===== config.mk =====
export PLATFORM = sky130hd
export DESIGN_NAME = content_type_by_extension_unit
export DESIGN_NICKNAME = d
export VERILOG_FILES = /design/src/rtl/ctbe_pkg.sv /design/src/rtl/content_type_by_extension_unit.sv /design/src/rtl/ctbe_lookup.sv
export SDC_FILE = /design/constraint.sdc
export NUM_CORES = 1
export LEC_CHECK = 0
export ABC_AREA = 1
export ABC_CLOCK_PERIOD_IN_PS = 10100
export BUFFER_PORTS_ARGS = -buffer_cell sky130_fd_sc_hd__buf_4
export CORE_MARGIN = 5
export CORE_UTILIZATION = 40
export DETAILED_ROUTE_END_ITERATION = 8
export GPL_TIMING_DRIVEN = 0
export PLACE_DENSITY_LB_ADDON = 0.05
export SYNTH_ARGS = -nofsm -noshare
export SYNTH_HDL_FRONTEND = slang
export SYNTH_HIERARCHICAL = 1
export SYNTH_SLANG_ARGS = --single-unit

===== constraint.sdc =====
create_clock -name clk_i -period 10.1 [get_ports clk_i]
set_input_delay 0.505 -clock clk_i [delete_from_list [all_inputs] [get_ports clk_i]]
set_output_delay 0.505 -clock clk_i [all_outputs]
set_load 0.02 [all_outputs]

===== src/rtl/ctbe_pkg.sv =====
// Package for the content type by extension unit.
// Holds character codes, content-type codes and the constant extension table.
// No dependencies.
package ctbe_pkg;

  // Defaults for the top-level parameters
  localparam int MAX_EXT_CHARS_DEF = 7;
  localparam int TABLE_ENTRIES_DEF = 105;

  // Extension table geometry: entries defined, bytes compared per entry
  localparam int EXT_STORED = 103;
  localparam int EXT_CMP    = 6;
  localparam int EXT_WORD_W = 8 * EXT_CMP;
  localparam int CT_W       = 6;

  // Bytes with a meaning of their own in a name
  localparam logic [7:0] CHAR_NUL    = 8'h00;
  localparam logic [7:0] CHAR_QMARK  = 8'h3F;
  localparam logic [7:0] CHAR_DOT    = 8'h2E;
  localparam logic [7:0] CHAR_SLASH  = 8'h2F;
  localparam logic [7:0] CHAR_BSLASH = 8'h5C;
  localparam logic [7:0] CHAR_LOW_A  = 8'h61;
  localparam logic [7:0] CHAR_LOW_Z  = 8'h7A;
  localparam logic [7:0] CASE_OFFSET = 8'h20;

  // Content-type codes
  localparam logic [CT_W-1:0] CT_UNKNOWN         = 6'd0;
  localparam logic [CT_W-1:0] CT_TEXT_H323       = 6'd1;
  localparam logic [CT_W-1:0] CT_APP_POSTSCRIPT  = 6'd2;
  localparam logic [CT_W-1:0] CT_AUDIO_AIFF      = 6'd3;
  localparam logic [CT_W-1:0] CT_VIDEO_ASF       = 6'd4;
  localparam logic [CT_W-1:0] CT_TEXT_HTML       = 6'd5;
  localparam logic [CT_W-1:0] CT_AUDIO_BASIC     = 6'd6;
  localparam logic [CT_W-1:0] CT_VIDEO_MSVIDEO   = 6'd7;
  localparam logic [CT_W-1:0] CT_TEXT_PLAIN      = 6'd8;
  localparam logic [CT_W-1:0] CT_APP_OCTET       = 6'd9;
  localparam logic [CT_W-1:0] CT_IMAGE_BMP       = 6'd10;
  localparam logic [CT_W-1:0] CT_IMAGE_CIS_COD   = 6'd11;
  localparam logic [CT_W-1:0] CT_TEXT_CSS        = 6'd12;
  localparam logic [CT_W-1:0] CT_TEXT_SETEXT     = 6'd13;
  localparam logic [CT_W-1:0] CT_WORLD_VRML      = 6'd14;
  localparam logic [CT_W-1:0] CT_IMAGE_GIF       = 6'd15;
  localparam logic [CT_W-1:0] CT_APP_GTAR        = 6'd16;
  localparam logic [CT_W-1:0] CT_APP_GZIP        = 6'd17;
  localparam logic [CT_W-1:0] CT_TEXT_COMPONENT  = 6'd18;
  localparam logic [CT_W-1:0] CT_TEXT_WEBVIEW    = 6'd19;
  localparam logic [CT_W-1:0] CT_IMAGE_ICON      = 6'd20;
  localparam logic [CT_W-1:0] CT_IMAGE_IEF       = 6'd21;
  localparam logic [CT_W-1:0] CT_IMAGE_PIPEG     = 6'd22;
  localparam logic [CT_W-1:0] CT_IMAGE_JPEG      = 6'd23;
  localparam logic [CT_W-1:0] CT_APP_JAVASCRIPT  = 6'd24;
  localparam logic [CT_W-1:0] CT_VIDEO_LA_ASF    = 6'd25;
  localparam logic [CT_W-1:0] CT_AUDIO_MPEGURL   = 6'd26;
  localparam logic [CT_W-1:0] CT_MSG_RFC822      = 6'd27;
  localparam logic [CT_W-1:0] CT_AUDIO_MID       = 6'd28;
  localparam logic [CT_W-1:0] CT_VIDEO_QUICKTIME = 6'd29;
  localparam logic [CT_W-1:0] CT_VIDEO_SGI_MOVIE = 6'd30;
  localparam logic [CT_W-1:0] CT_VIDEO_MPEG      = 6'd31;
  localparam logic [CT_W-1:0] CT_AUDIO_MPEG      = 6'd32;
  localparam logic [CT_W-1:0] CT_APP_ODA         = 6'd33;
  localparam logic [CT_W-1:0] CT_IMAGE_PBM       = 6'd34;
  localparam logic [CT_W-1:0] CT_APP_PDF         = 6'd35;
  localparam logic [CT_W-1:0] CT_IMAGE_PGM       = 6'd36;
  localparam logic [CT_W-1:0] CT_IMAGE_PNG       = 6'd37;
  localparam logic [CT_W-1:0] CT_IMAGE_PPM       = 6'd38;
  localparam logic [CT_W-1:0] CT_IMAGE_PNM       = 6'd39;
  localparam logic [CT_W-1:0] CT_AUDIO_REALAUDIO = 6'd40;
  localparam logic [CT_W-1:0] CT_IMAGE_RASTER    = 6'd41;
  localparam logic [CT_W-1:0] CT_IMAGE_RGB       = 6'd42;
  localparam logic [CT_W-1:0] CT_TEXT_RICHTEXT   = 6'd43;
  localparam logic [CT_W-1:0] CT_TEXT_SCRIPTLET  = 6'd44;
  localparam logic [CT_W-1:0] CT_APP_TAR         = 6'd45;
  localparam logic [CT_W-1:0] CT_IMAGE_TIFF      = 6'd46;
  localparam logic [CT_W-1:0] CT_TEXT_TSV        = 6'd47;
  localparam logic [CT_W-1:0] CT_TEXT_IULS       = 6'd48;
  localparam logic [CT_W-1:0] CT_TEXT_VCARD      = 6'd49;
  localparam logic [CT_W-1:0] CT_AUDIO_WAV       = 6'd50;
  localparam logic [CT_W-1:0] CT_IMAGE_XBM       = 6'd51;
  localparam logic [CT_W-1:0] CT_IMAGE_XPM       = 6'd52;
  localparam logic [CT_W-1:0] CT_IMAGE_XWD       = 6'd53;
  localparam logic [CT_W-1:0] CT_TEXT_XML        = 6'd54;
  localparam logic [CT_W-1:0] CT_APP_COMPRESS    = 6'd55;
  localparam logic [CT_W-1:0] CT_APP_ZIP         = 6'd56;

  // Extension held right-justified: first byte highest, zeros above
  typedef struct packed {
    logic [EXT_WORD_W-1:0] ext;
    logic [CT_W-1:0]       code;
  } ext_entry_t;

  // Every extension appears once, so at most one entry can hit
  localparam ext_entry_t EXT_TABLE [EXT_STORED] = '{
    '{"323", CT_TEXT_H323},        '{"AI", CT_APP_POSTSCRIPT},
    '{"AIF", CT_AUDIO_AIFF},       '{"AIFC", CT_AUDIO_AIFF},
    '{"AIFF", CT_AUDIO_AIFF},      '{"ASF", CT_VIDEO_ASF},
    '{"ASP", CT_TEXT_HTML},        '{"ASR", CT_VIDEO_ASF},
    '{"ASX", CT_VIDEO_ASF},        '{"AU", CT_AUDIO_BASIC},
    '{"AVI", CT_VIDEO_MSVIDEO},    '{"BAS", CT_TEXT_PLAIN},
    '{"BIN", CT_APP_OCTET},        '{"BMP", CT_IMAGE_BMP},
    '{"C", CT_TEXT_PLAIN},         '{"CPP", CT_TEXT_PLAIN},
    '{"CHM", CT_TEXT_HTML},        '{"CLA", CT_APP_OCTET},
    '{"CLASS", CT_APP_OCTET},      '{"COD", CT_IMAGE_CIS_COD},
    '{"CSS", CT_TEXT_CSS},         '{"DMS", CT_APP_OCTET},
    '{"EPS", CT_APP_POSTSCRIPT},   '{"ETX", CT_TEXT_SETEXT},
    '{"EXE", CT_APP_OCTET},        '{"FLR", CT_WORLD_VRML},
    '{"GIF", CT_IMAGE_GIF},        '{"GTAR", CT_APP_GTAR},
    '{"GZ", CT_APP_GZIP},          '{"GZIP", CT_APP_GZIP},
    '{"H", CT_TEXT_PLAIN},         '{"HPP", CT_TEXT_PLAIN},
    '{"HTM", CT_TEXT_HTML},        '{"HTML", CT_TEXT_HTML},
    '{"HTC", CT_TEXT_COMPONENT},   '{"HTT", CT_TEXT_WEBVIEW},
    '{"ICO", CT_IMAGE_ICON},       '{"IEF", CT_IMAGE_IEF},
    '{"JFIF", CT_IMAGE_PIPEG},     '{"JPE", CT_IMAGE_JPEG},
    '{"JPEG", CT_IMAGE_JPEG},      '{"JPG", CT_IMAGE_JPEG},
    '{"JS", CT_APP_JAVASCRIPT},    '{"JSP", CT_TEXT_HTML},
    '{"LHA", CT_APP_OCTET},        '{"LSF", CT_VIDEO_LA_ASF},
    '{"LSX", CT_VIDEO_LA_ASF},     '{"LZH", CT_APP_OCTET},
    '{"M3U", CT_AUDIO_MPEGURL},    '{"MHT", CT_MSG_RFC822},
    '{"MHTML", CT_MSG_RFC822},     '{"MID", CT_AUDIO_MID},
    '{"MOV", CT_VIDEO_QUICKTIME},  '{"MOVIE", CT_VIDEO_SGI_MOVIE},
    '{"MP2", CT_VIDEO_MPEG},       '{"MP3", CT_AUDIO_MPEG},
    '{"MPA", CT_VIDEO_MPEG},       '{"MPE", CT_VIDEO_MPEG},
    '{"MPEG", CT_VIDEO_MPEG},      '{"MPG", CT_VIDEO_MPEG},
    '{"MPV2", CT_VIDEO_MPEG},      '{"NWS", CT_MSG_RFC822},
    '{"ODA", CT_APP_ODA},          '{"PBM", CT_IMAGE_PBM},
    '{"PDF", CT_APP_PDF},          '{"PGM", CT_IMAGE_PGM},
    '{"PHP", CT_TEXT_HTML},        '{"PNG", CT_IMAGE_PNG},
    '{"PPM", CT_IMAGE_PPM},        '{"PNM", CT_IMAGE_PNM},
    '{"PS", CT_APP_POSTSCRIPT},    '{"QT", CT_VIDEO_QUICKTIME},
    '{"RA", CT_AUDIO_REALAUDIO},   '{"RAM", CT_AUDIO_REALAUDIO},
    '{"RAS", CT_IMAGE_RASTER},     '{"RGB", CT_IMAGE_RGB},
    '{"RMI", CT_AUDIO_MID},        '{"RTF", CT_TEXT_RICHTEXT},
    '{"RTX", CT_TEXT_RICHTEXT},    '{"SCT", CT_TEXT_SCRIPTLET},
    '{"SND", CT_AUDIO_BASIC},      '{"STM", CT_TEXT_HTML},
    '{"TAR", CT_APP_TAR},          '{"TEXT", CT_TEXT_PLAIN},
    '{"TIF", CT_IMAGE_TIFF},       '{"TIFF", CT_IMAGE_TIFF},
    '{"TSV", CT_TEXT_TSV},         '{"TXT", CT_TEXT_PLAIN},
    '{"ULS", CT_TEXT_IULS},        '{"VCF", CT_TEXT_VCARD},
    '{"VRML", CT_WORLD_VRML},      '{"WAV", CT_AUDIO_WAV},
    '{"WMV", CT_VIDEO_MSVIDEO},    '{"WRL", CT_WORLD_VRML},
    '{"WRZ", CT_WORLD_VRML},       '{"XAF", CT_WORLD_VRML},
    '{"XBM", CT_IMAGE_XBM},        '{"XOF", CT_WORLD_VRML},
    '{"XPM", CT_IMAGE_XPM},        '{"XWD", CT_IMAGE_XWD},
    '{"XML", CT_TEXT_XML},         '{"Z", CT_APP_COMPRESS},
    '{"ZIP", CT_APP_ZIP}
  };

endpackage


===== src/rtl/content_type_by_extension_unit.sv =====
// Top level of the content type by extension unit: scanner state and handshake.
// Depends on ctbe_pkg and ctbe_lookup.
//
// Usage: stream a file name or URL in on the slave channel, one byte per word,
// with tlast on the final byte. For each name one word comes out on the master
// channel carrying the content-type code (0 for unknown). Bytes not marked
// last give no output word.
// Scanning stops at a NUL or '?', a '.' opens a new extension, '/' or '\'
// drops it; extension bytes are upper-cased and the first MAX_EXT_CHARS kept.
// The result word is registered: a final byte passes the input register, then
// scan update and table compare load the output register. Throughput: one
// byte per cycle while no final byte waits for the output register, set by the
// combinational scan update and comparator bank; names may follow back to back.
// Reset clears the scan state and both valid flags; the block is ready to
// take a byte in the first cycle after reset.
// Stall: a result waiting in the output register holds while m_axis_tready_i
// is low. Bytes that are not last keep flowing; a final byte waits in the
// input register until the output register frees, and input then backs up.
module content_type_by_extension_unit #(
  parameter int MAX_EXT_CHARS = ctbe_pkg::MAX_EXT_CHARS_DEF,
  parameter int TABLE_ENTRIES = ctbe_pkg::TABLE_ENTRIES_DEF
) (
  input  logic       clk_i,
  input  logic       rst_ni,
  input  logic       s_axis_tvalid_i,
  output logic       s_axis_tready_o,
  input  logic [7:0] s_axis_tdata_i,   // [7:0] name_char
  input  logic       s_axis_tlast_i,   // last_char
  output logic       m_axis_tvalid_o,
  input  logic       m_axis_tready_i,
  output logic [7:0] m_axis_tdata_o    // [5:0] content_type, [7:6] zero
);
  import ctbe_pkg::*;

  localparam int LEN_W = $clog2(MAX_EXT_CHARS + 1);

  // Input register
  logic       in_valid_q;
  logic [7:0] in_char_q;
  logic       in_last_q;

  // Scan state
  logic [7:0]       ext_chars_q [MAX_EXT_CHARS];
  logic [7:0]       ext_chars_d [MAX_EXT_CHARS];
  logic [LEN_W-1:0] ext_len_q, ext_len_d;
  logic             ext_present_q, ext_present_d;
  logic             scan_stopped_q, scan_stopped_d;

  // Output register
  logic            out_valid_q;
  logic [CT_W-1:0] out_type_q;

  logic                  out_free;
  logic                  step_fire;
  logic                  in_fire;
  logic [7:0]            upper_char;
  logic [EXT_WORD_W-1:0] ext_word;
  logic                  ext_ok;
  logic [CT_W-1:0]       lookup_type;

  // A final byte needs room in the output register; other bytes always advance
  assign out_free        = !out_valid_q || m_axis_tready_i;
  assign step_fire       = in_valid_q && (!in_last_q || out_free);
  assign s_axis_tready_o = !in_valid_q || step_fire;
  assign in_fire         = s_axis_tvalid_i && s_axis_tready_o;

  assign upper_char = ((in_char_q >= CHAR_LOW_A) && (in_char_q <= CHAR_LOW_Z)) ?
                      (in_char_q - CASE_OFFSET) : in_char_q;

  // Scan update for the byte in the input register
  always_comb begin
    ext_chars_d    = ext_chars_q;
    ext_len_d      = ext_len_q;
    ext_present_d  = ext_present_q;
    scan_stopped_d = scan_stopped_q;
    if (!scan_stopped_q) begin
      case (in_char_q)
        CHAR_NUL, CHAR_QMARK: begin
          scan_stopped_d = 1'b1;
        end
        CHAR_DOT: begin
          ext_present_d = 1'b1;
          ext_len_d     = '0;
        end
        CHAR_SLASH, CHAR_BSLASH: begin
          ext_present_d = 1'b0;
          ext_len_d     = '0;
        end
        default: begin
          if (ext_present_q && (ext_len_q < LEN_W'(MAX_EXT_CHARS))) begin
            for (int j = 0; j < MAX_EXT_CHARS; j++) begin
              if (ext_len_q == LEN_W'(j)) begin
                ext_chars_d[j] = upper_char;
              end
            end
            ext_len_d = ext_len_q + LEN_W'(1);
          end
        end
      endcase
    end
  end

  // Pack the kept extension right-justified, as the table holds it.
  // Kept bytes are never NUL, so equal words mean equal lengths too.
  always_comb begin
    ext_word = '0;
    for (int k = 0; k < EXT_CMP - 1; k++) begin
      if (ext_len_d > LEN_W'(k)) begin
        ext_word = {ext_word[EXT_WORD_W-9:0], ext_chars_d[k]};
      end
    end
  end

  // Extensions of EXT_CMP bytes or more match nothing
  assign ext_ok = ext_present_d && (ext_len_d != '0) &&
                  ({{(32-LEN_W){1'b0}}, ext_len_d} < 32'(EXT_CMP));

  ctbe_lookup #(
    .TABLE_ENTRIES(TABLE_ENTRIES)
  ) u_lookup (
    .ext_word_i    (ext_word),
    .ext_ok_i      (ext_ok),
    .content_type_o(lookup_type)
  );

  // Input register: hold until the byte is consumed
  always_ff @(posedge clk_i or negedge rst_ni) begin
    if (!rst_ni) begin
      in_valid_q <= 1'b0;
    end else if (in_fire) begin
      in_valid_q <= 1'b1;
    end else if (step_fire) begin
      in_valid_q <= 1'b0;
    end
  end

  always_ff @(posedge clk_i) begin
    if (in_fire) begin
      in_char_q <= s_axis_tdata_i;
      in_last_q <= s_axis_tlast_i;
    end
  end

  // Scan state: advance on each consumed byte, clear after a final byte
  always_ff @(posedge clk_i or negedge rst_ni) begin
    if (!rst_ni) begin
      ext_len_q      <= '0;
      ext_present_q  <= 1'b0;
      scan_stopped_q <= 1'b0;
    end else if (step_fire) begin
      if (in_last_q) begin
        ext_len_q      <= '0;
        ext_present_q  <= 1'b0;
        scan_stopped_q <= 1'b0;
      end else begin
        ext_len_q      <= ext_len_d;
        ext_present_q  <= ext_present_d;
        scan_stopped_q <= scan_stopped_d;
      end
    end
  end

  // Extension bytes are only read below the kept length, so they need no reset
  always_ff @(posedge clk_i) begin
    if (step_fire) begin
      ext_chars_q <= ext_chars_d;
    end
  end

  // Output register: load on a final byte, drop once taken
  always_ff @(posedge clk_i or negedge rst_ni) begin
    if (!rst_ni) begin
      out_valid_q <= 1'b0;
    end else if (step_fire && in_last_q) begin
      out_valid_q <= 1'b1;
    end else if (m_axis_tready_i) begin
      out_valid_q <= 1'b0;
    end
  end

  always_ff @(posedge clk_i) begin
    if (step_fire && in_last_q) begin
      out_type_q <= lookup_type;
    end
  end

  assign m_axis_tvalid_o = out_valid_q;
  assign m_axis_tdata_o  = {2'b00, out_type_q};

endmodule


===== src/rtl/ctbe_lookup.sv =====
// Parallel comparator bank over the constant extension table.
// Depends on ctbe_pkg for the table, its entry type and the code width.
module ctbe_lookup #(
  parameter int TABLE_ENTRIES = ctbe_pkg::TABLE_ENTRIES_DEF
) (
  input  logic [ctbe_pkg::EXT_WORD_W-1:0] ext_word_i,
  input  logic                            ext_ok_i,
  output logic [ctbe_pkg::CT_W-1:0]       content_type_o
);
  import ctbe_pkg::*;

  localparam int SEARCHED = (TABLE_ENTRIES < EXT_STORED) ? TABLE_ENTRIES : EXT_STORED;

  // Entries are unique, so OR the hit codes together
  always_comb begin
    content_type_o = CT_UNKNOWN;
    for (int i = 0; i < SEARCHED; i++) begin
      if (ext_ok_i && (ext_word_i == EXT_TABLE[i].ext)) begin
        content_type_o = content_type_o | EXT_TABLE[i].code;
      end
    end
  end

endmodule

==> summary.txt <==
Status
  • Status: complete, no violations

Global routing
  • Number of global-route vias before repair: approximately 9k
  • GR Util All Layers: 0.310
  • Met3 Resource Use GR: 0.0518
  • First-pass GRT wire length: 52.1 mm
  • GRT overflow: 0
  • Met1 Use GR: 0.402
  • Largest net degree at the start of global routing: 43
  • Initial antenna violation count: 1
  • GRT busiest layer: met2
  • Met2 GRT Util: 0.521

Synth
  • Avg Inst Size Synth: roughly 5.5 µm²
  • Synth top area cells: nand2_1 26%, edfxtp_1 21%, nor2_1 15%
  • Post-synth ARST share: 0.113
  • Mapped cell area: 0.00780 mm²
  • Synth cell types: 42
  • Post-Syn Instances: 1424
  • Syn. warnings: 6
  • Synth area leader: nand2_1
  • Share of the synthesized area in the top cell type: 0.260
  • Sequential fraction of the synthesis area: 0.234
  • Main synth FF type: edfxtp_1
  • Number of flops mapped to enable cells by yosys: 55
  • Seq cells post-synth: 62

Cells and area
  • Nets: 1485
  • Area Overhead vs Synth: 10.9%
  • Fillers: about 2.2k
  • Share of cells above drive strength 1: 0.0993
  • # diodes: 0
  • Area of the multi-input gates: just over 0.005 mm²
  • Seq. cell area: 0.00183 mm²

Routing
  • Routed WL: between 30 and 40 mm
  • Drt drc: 0
  • Vias per cell: 5.28
  • DRT iter0 DRCs: 991
  • Pre-Repair DR Iteration Count: 6
  • Post-route ant nets: 0
  • DR vias: about 9.2k
  • DR WL/cell: 19.6 µm

Timing
  • Setup TNS: 0 ps
  • Period Utilization, post-route: 0.444
  • RSZ-0062 raised after global routing: false
  • Clock Skews: 12.4 ps
  • Final WS setup: 5610 ps
  • Final Setup Violations: 0
  • Slew @ Worst Pin: 739 ps
  • Slew HR: 0.504
  • Max Transition Viols Final: 0
  • Final Hold Fails: 0
  • Final min period: 4490 ps
  • Max frequency: between 200 and 250 MHz

Setup path
  • Most used cell, CP: nand2_1
  • Arr. time, crit path: 4710 ps
  • CP max FO: 10
  • Worst path slowest cell: edfxtp_1
  • Crit end category: register
  • WP data required: between 10000 and 15000 ps
  • CP top delay family: simple AND/OR/NAND/NOR gates
  • Worst setup SP type: register
  • Bufs and invs on worst path: 1
  • WS Path Type: register to register
  • Max incr delay on CP: 520 ps

Clock tree
  • CTS tree: yes
  • Clock Latency Late Sink: 350 ps
  • Post-CTS setup buffers: 0
  • Clock sink count: 62
  • CTS Buf Count: 9
  • Root buf cell: clkbuf_16
  • CTS H-tree depth: 3
  • Clock-pin slew on the worst setup and hold paths: about 70 ps
  • Clock buffer depth: 2

Min path
  • Min-delay worst type: primary input to register

Power and ir drop
  • Peak supply drop: 0.0000762 V
  • Cell leakage power: approximately 4.2 nW
  • PwrDens: 85.0 mW/mm²

Die
  • Placeable Area: slightly below 0.02 mm²
  • Die Ht: ~150 µm
  • Row Count: 51
  • Die area: approximately 0.022 mm²
  • Die W: between 100 and 150 µm
  • # IOs: 23
  • Starting Density: 0.403

Placement
  • Post-DP HPWL: 28.6 mm
  • Place WS: about 5700 ps
  • Port-buffer cells: 20
  • GPL Wtd Cong: 1.05

Flow run
  • Max-Cap Viols: 0
## per-layer routing
layer / up-vias / routed length (µm)
li1: 4492 / -
met1: 4135 / 14400
met2: 444 / 15600
met3: 95 / 2640
met4: 2 / 1370
met5: - / 8
## repair_timing
item / in CTS / in global routing
hold buffers: 1 / 0
gates resized for setup: 0 / 0
endpoints found under the hold margin: 7 / 0
## cell usage after synthesis (9+ instances only)
cell type  number
inv_2          13
inv_1         172
o21ai_1        17
nor2_1        307
nor2_4         12
buf_6           9
o21ai_0        25
nand2_2        14
nand3_1       133
edfxtp_1       55
nand2_1       541
nand4_1        18
nor2_2         23
## power breakdown
part           internal [mW]  switching, mW  leakage [nW]  total, mW
Combinational         0.0225         0.0645          3.39     0.0869
Sequential             0.305        0.00871         0.628      0.314
Clock                  0.194          0.140         0.140      0.334
Total                  0.522          0.213          4.16      0.735
## cell families after synthesis
kind of cell,count (synthesis),synth area share
flops,62,0.234
compound gates,65,0.0481
other cells,1,0.000481
buf+inv,216,0.119
fa+ha+maj,6,0.00963
simple gates,1074,0.589
## layout make-up
type,instances,area share
inverter,188,0.0823
sequential,62,0.211
clock buffer,9,0.0260
multi-input combinational,1155,0.587
timing repair buffer,22,0.0208
clock inverter,7,0.00940
tap,265,0.0383
buffer,28,0.0246
## state kept, by name, summed over array words and instances, names as in the netlist
signal,count
ext_chars_q,40
in_char_q,8
out_type_q,6
ext_len_q,3
ext_present_q,1
in_last_q,1
in_valid_q,1
m_axis_tvalid_o,1
scan_stopped_q,1
## through the flow
stage	hold WS [ps]	std cells	instance area, µm²	power (mW)	utilization
3_3_place_gp	324	1718	8310	0.403	0.430
3_5_place_dp	321	1719	8330	0.404	0.431
2_1_floorplan	209	1433	7830	0.367	-
4_1_cts	317	1736	8650	0.739	0.447
6_report	328	1736	8650	0.735	0.447
5_1_grt	320	1736	8650	0.763	0.447
## worst paths after layout
kind | startpoint | end | slack, ps | cells past startpoint
setup / recovery | in_char_q[4] | out_type_q[3] | 5610 | 25
hold / removal | s_axis_tdata_i[4] | in_char_q[4] | 330 | 1
setup reg to reg | in_char_q[4] | out_type_q[3] | 5610 | 25
hold reg to reg | m_axis_tvalid_o | m_axis_tvalid_o | 560 | 2
max in group asynchronous | rst_ni | ext_len_q[0] | 9480 | 2
min in group asynchronous | rst_ni | in_valid_q | 500 | 2
## cells in the final DEF (no fill, tap or decap), drive strengths merged, types with 2 or more instances in the layout
cell type	count
clkbuf	10
conb	10
nor3	9
o22ai	7
clkinv	2
dfrtp	7
nand4	18
o21ai	46
nor2	344
nand3	137
clkinvlp	3
edfxtp	55
inv	189
buf	48
nand3b	3
a21oi	8
ha	6
nand2	561
Power figures use the tool's default switching activity.
